**src/rtl/timed_event_priority_queue_core_defines.svh**
```systemverilog
// Assertion macros for the timed event priority queue core.
// Included by the modules that assert; no other dependencies.
`ifndef TIMED_EVENT_PRIORITY_QUEUE_CORE_DEFINES_SVH
`define TIMED_EVENT_PRIORITY_QUEUE_CORE_DEFINES_SVH
`ifndef SYNTHESIS
`define TEPQ_ASSERT(lbl, clk, rst, prop, msg) \
  lbl: assert property (@(posedge clk) disable iff (rst) prop) else $error(msg);
`define TEPQ_CHECK(lbl, clk, rst, expr, msg) \
  `TEPQ_ASSERT(lbl, clk, rst, (expr), msg)
`else
`define TEPQ_ASSERT(lbl, clk, rst, prop, msg)
`define TEPQ_CHECK(lbl, clk, rst, expr, msg)
`endif
`endif

```
**src/rtl/tepq_pkg.sv**
```systemverilog
// Shared constants, codes and entry type of the timed event priority queue.
// No dependencies.
package tepq_pkg;
  localparam int QUEUE_DEPTH = 64;
  localparam int ID_COUNT    = 256;
  localparam int TIME_BITS   = 32;
  localparam int ADDR_W      = $clog2(QUEUE_DEPTH);
  localparam int CNT_W       = $clog2(QUEUE_DEPTH + 1);
  localparam int ID_W        = $clog2(ID_COUNT);

  localparam logic [1:0] KIND_SCHED   = 2'd0;
  localparam logic [1:0] KIND_UNSCHED = 2'd1;
  localparam logic [1:0] KIND_RESCHED = 2'd2;
  localparam logic [1:0] KIND_POP     = 2'd3;

  localparam logic [2:0] ST_OK         = 3'd0;
  localparam logic [2:0] ST_QUEUED     = 3'd1;
  localparam logic [2:0] ST_NOT_QUEUED = 3'd2;
  localparam logic [2:0] ST_WINDOW     = 3'd3;
  localparam logic [2:0] ST_FULL       = 3'd4;
  localparam logic [2:0] ST_EMPTY      = 3'd5;

  localparam logic [31:0] END_TIME_RESET = 32'd13107200;

  typedef struct packed {
    logic [ID_W-1:0]      id;
    logic [TIME_BITS-1:0] tm;
  } entry_t;
endpackage

```
**src/rtl/tepq_ram.sv**
```systemverilog
// Simple dual-port RAM with one write port and one registered read port.
// No dependencies.
module tepq_ram #(
  parameter int DEPTH  = 64,
  parameter int WIDTH  = 40,
  parameter int ADDR_W = $clog2(DEPTH)
) (
  input  logic              clk,
  input  logic              we,
  input  logic [ADDR_W-1:0] waddr,
  input  logic [WIDTH-1:0]  wdata,
  input  logic [ADDR_W-1:0] raddr,
  output logic [WIDTH-1:0]  rdata
);
  logic [WIDTH-1:0] mem [DEPTH];

  // write port
  always_ff @(posedge clk) begin
    if (we) begin
      mem[waddr] <= wdata;
    end
  end

  // registered read port
  always_ff @(posedge clk) begin
    rdata <= mem[raddr];
  end
endmodule

```
**src/rtl/timed_event_priority_queue_core.sv**
```systemverilog
// Timed event priority queue: sorted entries in a RAM, id flags in a second RAM.
// One request in flight; the next is taken in the cycle after its result is issued.
// Sync reset clears count and current time and sets end time (200.0 s); a pass over all 256 ids clears flags.
// Depends on tepq_pkg, tepq_ram and timed_event_priority_queue_core_defines.svh.
`include "timed_event_priority_queue_core_defines.svh"
module timed_event_priority_queue_core (
  input  logic        clk,
  input  logic        rst,
  input  logic        in_valid,
  output logic        in_stall,
  input  logic [1:0]  kind,
  input  logic [7:0]  event_id,
  input  logic [31:0] event_time,
  input  logic        cfg_we,
  input  logic [31:0] cfg_wdata,
  output logic        out_valid,
  input  logic        out_stall,
  output logic [2:0]  status,
  output logic [7:0]  out_id,
  output logic [31:0] out_time,
  output logic [6:0]  queued_count
);
  import tepq_pkg::*;

  typedef enum logic [3:0] {
    S_CLEAR, S_IDLE, S_CHECK, S_DEL_RD, S_DEL_CMP, S_SCHED_CHK, S_INS_RD, S_INS_CMP, S_FIN
  } state_t;

  state_t               state;
  logic [1:0]           op;
  logic [ID_W-1:0]      rid;
  logic [TIME_BITS-1:0] rtm;
  logic [CNT_W-1:0]     idx;
  logic [CNT_W-1:0]     count;
  logic                 found;
  logic [ID_W-1:0]      clr_idx;
  logic [TIME_BITS-1:0] cur_time;
  logic [31:0]          horizon;
  logic [2:0]           res_status;
  logic [7:0]           res_id;
  logic [31:0]          res_time;

  logic                 mem_we;
  logic [ADDR_W-1:0]    mem_waddr;
  entry_t               mem_wdata;
  logic [ADDR_W-1:0]    mem_raddr;
  entry_t               rdata;
  logic                 match;
  logic [CNT_W-1:0]     idx_m1;

  logic                 flag_mem [ID_COUNT];
  logic                 flag_we;
  logic [ID_W-1:0]      flag_waddr;
  logic                 flag_wdata;
  logic [ID_W-1:0]      flag_raddr;
  logic                 flag_rd;

  assign in_stall = (state != S_IDLE);
  assign idx_m1   = idx - CNT_W'(1);
  assign match    = (op == KIND_POP) ? (idx == '0) : (rdata.id == rid);

  tepq_ram #(.DEPTH(QUEUE_DEPTH), .WIDTH($bits(entry_t))) u_ram (
    .clk   (clk),
    .we    (mem_we),
    .waddr (mem_waddr),
    .wdata (mem_wdata),
    .raddr (mem_raddr),
    .rdata (rdata)
  );

  // RAM port control: shift down on delete, shift up or place on insert
  always_comb begin
    mem_we    = 1'b0;
    mem_waddr = idx[ADDR_W-1:0];
    mem_wdata = rdata;
    mem_raddr = idx[ADDR_W-1:0];
    case (state)
      S_DEL_CMP: begin
        mem_we    = found;
        mem_waddr = idx_m1[ADDR_W-1:0];
      end
      S_INS_RD: begin
        mem_raddr = idx_m1[ADDR_W-1:0];
        if (idx == '0) begin
          mem_we    = 1'b1;
          mem_wdata = '{id: rid, tm: rtm};
        end
      end
      S_INS_CMP: begin
        mem_we = 1'b1;
        if (!(rdata.tm > rtm)) begin
          mem_wdata = '{id: rid, tm: rtm};
        end
      end
      default: ;
    endcase
  end

  // Flag port control: clear after reset, look up the request id, set or drop flags
  always_comb begin
    flag_we    = 1'b0;
    flag_waddr = rid;
    flag_wdata = 1'b0;
    flag_raddr = rid;
    case (state)
      S_CLEAR: begin
        flag_we    = 1'b1;
        flag_waddr = clr_idx;
      end
      S_IDLE: begin
        flag_raddr = event_id[ID_W-1:0];
      end
      S_CHECK: begin
        flag_we = (op inside {KIND_UNSCHED, KIND_RESCHED}) && flag_rd;
      end
      S_DEL_CMP: begin
        if (op == KIND_POP && !found && match) begin
          flag_we    = 1'b1;
          flag_waddr = rdata.id;
        end
      end
      S_INS_RD: begin
        if (idx == '0) begin
          flag_we    = 1'b1;
          flag_wdata = 1'b1;
        end
      end
      S_INS_CMP: begin
        if (!(rdata.tm > rtm)) begin
          flag_we    = 1'b1;
          flag_wdata = 1'b1;
        end
      end
      default: ;
    endcase
  end

  // Id flag memory with registered read
  always_ff @(posedge clk) begin
    if (flag_we) begin
      flag_mem[flag_waddr] <= flag_wdata;
    end
    flag_rd <= flag_mem[flag_raddr];
  end

  // sequencer and registered outputs
  always_ff @(posedge clk) begin
    if (rst) begin
      state     <= S_CLEAR;
      clr_idx   <= '0;
      count     <= '0;
      cur_time  <= '0;
      horizon   <= END_TIME_RESET;
      out_valid <= 1'b0;
    end else begin
      if (cfg_we) begin
        horizon <= cfg_wdata;
      end
      if (out_valid && !out_stall) begin
        out_valid <= 1'b0;
      end
      case (state)
        S_CLEAR: begin
          clr_idx <= clr_idx + ID_W'(1);
          if (clr_idx == ID_W'(ID_COUNT - 1)) begin
            state <= S_IDLE;
          end
        end
        S_IDLE: begin
          if (in_valid) begin
            op       <= kind;
            rid      <= event_id[ID_W-1:0];
            rtm      <= event_time[TIME_BITS-1:0];
            res_id   <= event_id;
            res_time <= '0;
            idx      <= '0;
            found    <= 1'b0;
            state    <= S_CHECK;
          end
        end
        S_CHECK: begin
          case (op)
            KIND_SCHED: begin
              if (flag_rd) begin
                res_status <= ST_QUEUED;
                state      <= S_FIN;
              end else begin
                state <= S_SCHED_CHK;
              end
            end
            KIND_POP: begin
              if (count == '0) begin
                res_status <= ST_EMPTY;
                state      <= S_FIN;
              end else begin
                state <= S_DEL_RD;
              end
            end
            default: begin
              if (!flag_rd) begin
                res_status <= ST_NOT_QUEUED;
                state      <= S_FIN;
              end else begin
                state <= S_DEL_RD;
              end
            end
          endcase
        end
        S_DEL_RD: begin
          if (idx == count) begin
            count <= count - CNT_W'(1);
            if (op == KIND_RESCHED) begin
              state <= S_SCHED_CHK;
            end else begin
              res_status <= ST_OK;
              state      <= S_FIN;
            end
          end else begin
            state <= S_DEL_CMP;
          end
        end
        S_DEL_CMP: begin
          if (!found && match) begin
            found <= 1'b1;
            if (op == KIND_POP) begin
              res_id   <= 8'(rdata.id);
              res_time <= 32'(rdata.tm);
              cur_time <= rdata.tm;
            end
          end
          idx   <= idx + CNT_W'(1);
          state <= S_DEL_RD;
        end
        S_SCHED_CHK: begin
          if ((32'(rtm) > horizon) || (rtm < cur_time)) begin
            res_status <= ST_WINDOW;
            state      <= S_FIN;
          end else if (count >= CNT_W'(QUEUE_DEPTH)) begin
            res_status <= ST_FULL;
            state      <= S_FIN;
          end else begin
            idx   <= count;
            state <= S_INS_RD;
          end
        end
        S_INS_RD: begin
          if (idx == '0) begin
            count      <= count + CNT_W'(1);
            res_status <= ST_OK;
            state      <= S_FIN;
          end else begin
            state <= S_INS_CMP;
          end
        end
        S_INS_CMP: begin
          if (rdata.tm > rtm) begin
            idx   <= idx_m1;
            state <= S_INS_RD;
          end else begin
            count      <= count + CNT_W'(1);
            res_status <= ST_OK;
            state      <= S_FIN;
          end
        end
        S_FIN: begin
          if (!out_valid || !out_stall) begin
            out_valid    <= 1'b1;
            status       <= res_status;
            out_id       <= res_id;
            out_time     <= res_time;
            queued_count <= 7'(count);
            state        <= S_IDLE;
          end
        end
        default: state <= S_IDLE;
      endcase
    end
  end

  `TEPQ_CHECK(a_count_bound, clk, rst, count <= CNT_W'(QUEUE_DEPTH), "count over depth")
  `TEPQ_ASSERT(a_req_starts, clk, rst, in_valid && !in_stall |=> state != S_IDLE, "request dropped")
  `TEPQ_ASSERT(a_out_from_fin, clk, rst, $rose(out_valid) |-> $past(state == S_FIN), "stray result")
  `TEPQ_ASSERT(a_ins_idx, clk, rst, state == S_INS_RD |-> idx <= count, "insert index past count")
endmodule
```
**config.mk**
```make
export PLATFORM = sky130hd
export DESIGN_NAME = timed_event_priority_queue_core
export DESIGN_NICKNAME = d
export VERILOG_FILES = /design/src/rtl/tepq_pkg.sv /design/src/rtl/tepq_ram.sv /design/src/rtl/timed_event_priority_queue_core.sv
export VERILOG_INCLUDE_DIRS = /design/src /design/src/rtl
export SDC_FILE = /design/constraint.sdc
export NUM_CORES = 2
export LEC_CHECK = 0
export BUFFER_PORTS_ARGS = -buffer_cell sky130_fd_sc_hd__buf_4
export CORE_MARGIN = 4
export CORE_UTILIZATION = 51
export CTS_CLUSTER_SIZE = 8
export DETAILED_ROUTE_END_ITERATION = 6
export GPL_ROUTABILITY_DRIVEN = 0
export PLACE_DENSITY = 0.76
export SLEW_MARGIN = 20
export SYNTH_ARGS = -nofsm -noshare
export SYNTH_HDL_FRONTEND = slang
export SYNTH_HIERARCHICAL = 1
export SYNTH_SLANG_ARGS = --single-unit
export TNS_END_PERCENT = 50
```
**constraint.sdc**
```tcl
create_clock -name clk -period 26 [get_ports clk]
set_input_delay 5.2 -clock clk [delete_from_list [all_inputs] [get_ports clk]]
set_output_delay 5.2 -clock clk [all_outputs]
set_load 0.02 [all_outputs]
```
==> flow_summary.yaml <==
cells_and_area:
  syn_to_final_growth_pct: 14.4
  layout.nets: 7034
  fin_cells: 10200
  layout_commonest_cell: "edfxtp_1"
  fin_util: 0.586
  drive_gt1_frac: 0.224
  layout_common_cells: "2959 x edfxtp_1, 612 x mux4_2, 440 x clkbuf_16, 407 x nand2_1, 371 x nor2_1"
  design_area_um2: 139000
timing:
  period_needed_ns: 8.18
  fmax_mhz: 122
  setup_viol: 0
  slew_violations: 0
  period_share: 0.314
  tightest_slew_ns: 1.24
  fin_tns_setup_ns: 0
  rsz0062_at_grt: "no"
  maxSlewHeadroom: 0.173
  worst_clock_skew_ns: 0.0920
  hold_viol: 0
yosys:
  syn_nets: 6666
  ys_ff_latch: 3084
  ys_types: 84
  synth_edf_count: 2959
  netlist_area_um2: 122000
  yosysWarnings: 6
  synthArstFlopShare: 0
  synth_cells: 6479
  synth_ff_type: "edfxtp_1"
  seq_area_frac_synth: 0.751
  avgSynthCellArea_um2: 18.8
setup_path:
  required_ns: 20.80
  critical_path_arrival_ns: 2.98
  critPathMaxFanout: 29
  endpoint_kind: "output pin"
  r2r_cells: 14
  start_kind: "register"
  crit_type: "reg -> out"
cts:
  clock_path_buffers: 4
  clk_pin_slew_ns: 0.05
  clkLatencyLatePin_ns: 1.00
  cts_resized: 0
  ctsHoldBuffers: 0
  tritoncts: "built"
  clkSinkCount: 3084
  numCtsBuffers: 435
  post_cts_buffers: 0
  cts-root-buf: "clkbuf_16"
  cts.htree.levels: 5
global_route:
  grt_max_degree: 129
  antenna_found_initial: 11
  grtUsageTotal: 0.265
  grt_pass1_wl_um: 476000
  grt_pass1_vias: 68500
  grt_overflow: 0
placement:
  portBuffers: 130
  place_area_um2: 127000
  placedCellCount: 9577
  dpl.hpwl_um: 169000
die:
  start_util: 0.512
  rows: 179
  io_pins: 131
  die_w_um: 496
  die_y_um: 496
  core-area_um2: 238000
  die_area_um2: 246000
hold_path:
  min_path_type: "reg -> reg"
  hold_depth: 0
detailed_routing:
  routed_wl_um: 328000
  wire_per_inst_um: 32.1
  vias_per_cell: 6.59
  drt_iter0_markers: 10300
  via_count: 67500
  drtAntennaViolNets: 0
  drc: 0
  drt_first_pass_iters: 6
power_and_ir_drop:
  power.leakage_nw: 43.9
  powerDensity_nw_per_um2: 75.2
  ir_drop_v: 0.0000606
run_status:
  outcome: "complete, no violations"
flow_run:
  cap_violations: 0
[cell families (layout without fill, tap and decap cells)]
group	after synthesis	count (layout)	share of synthesized area
simple gates	1158	1158	0.0423
xor+xnor	44	44	0.00317
mux	806	806	0.130
buf+inv	496	1083	0.0199
compound gates	783	783	0.0430
other cells	0	8	0
fa+ha+maj	108	108	0.0112
flops	3084	3084	0.751
[sequential cells by signal, summed over array words and instances, names as in the netlist, 4 cells and up]
| register | flops |
|---|---|
| u_ram/mem | 2560 |
| flag_mem | 256 |
| u_ram/rdata | 40 |
| cur_time | 32 |
| horizon | 32 |
| out_time | 32 |
| res_time | 32 |
| rtm | 32 |
| clr_idx | 8 |
| out_id | 8 |
| res_id | 8 |
| rid | 8 |
| count | 7 |
| idx | 7 |
| queued_count | 7 |
| state | 4 |
[cells in the mapped netlist (29+ instances only)]
master | count | area [um^2]
a21o_1 | 41 | 308
inv_1 | 115 | 432
nor4_1 | 53 | 332
ha_1 | 107 | 1340
a22oi_1 | 29 | 218
buf_2 | 137 | 686
nand3_1 | 50 | 250
o221ai_1 | 71 | 622
o22ai_1 | 178 | 1110
nand4_1 | 31 | 194
o21ai_0 | 93 | 465
buf_4 | 56 | 420
mux2_2 | 32 | 360
nand2_1 | 408 | 1530
mux2i_1 | 161 | 1610
a21oi_1 | 163 | 816
and2_1 | 43 | 269
mux4_2 | 612 | 13800
nor2_1 | 436 | 1640
a211oi_1 | 29 | 218
edfxtp_1 | 2959 | 88900
clkbuf_1 | 140 | 526
dfxtp_1 | 125 | 2500
[per-layer routing]
metal	global-route usage	up-vias	routed length (um)
li1	-	26900	-
met1	0.356	34300	116000
met2	0.415	5365	154000
met3	0.0713	976	43800
met4	0.111	2	14600
met5	0	-	13
[cell type report]
type	count	area, um^2
Clock inverter	7	106
Tap cell	3167	3960
Multi-Input combinational cell	2899	29100
Fill cell	16300	98400
Timing Repair Buffer	309	2410
Antenna cell	8	20.0
Inverter	118	448
Sequential cell	3084	91400
Clock buffer	649	11800
[worst max-delay path, cell delays in order (launching register included)]
cell and delay [ns]:
dfxtp_1 0.97, nor4b_4 0.34, buf_4 0.37, inv_1 0.17
buf_4 0.20
[path summary, 6_finish.rpt]
path / from / to / slack, ns
worst max-delay path: state[0] / in_stall / 17.82
worst max register to register: state[1] / u_ram/rdata[20] / 18.55
worst min register to register: res_id[7] / out_id[7] / 0.41
worst min-delay path: res_id[7] / out_id[7] / 0.41
[through the flow]
step                      worst slack [ns]  power, mW  hold WS, ns
after CTS                            17.84       10.5        0.413
after detailed placement             17.55       5.51        0.405
after global placement               17.62       5.51        0.402
after global routing                 17.68       10.7        0.425
after floorplan                      15.34       5.49        0.400
final                                17.82       10.5        0.412
[power by group]
part,switching [mW],internal (mW)
combinational,0.0233,0.0166
clock,1.99,3.06
sequential,0.00220,5.37
total,2.01,8.45
Note: power is estimated with default switching activity, not from simulation.
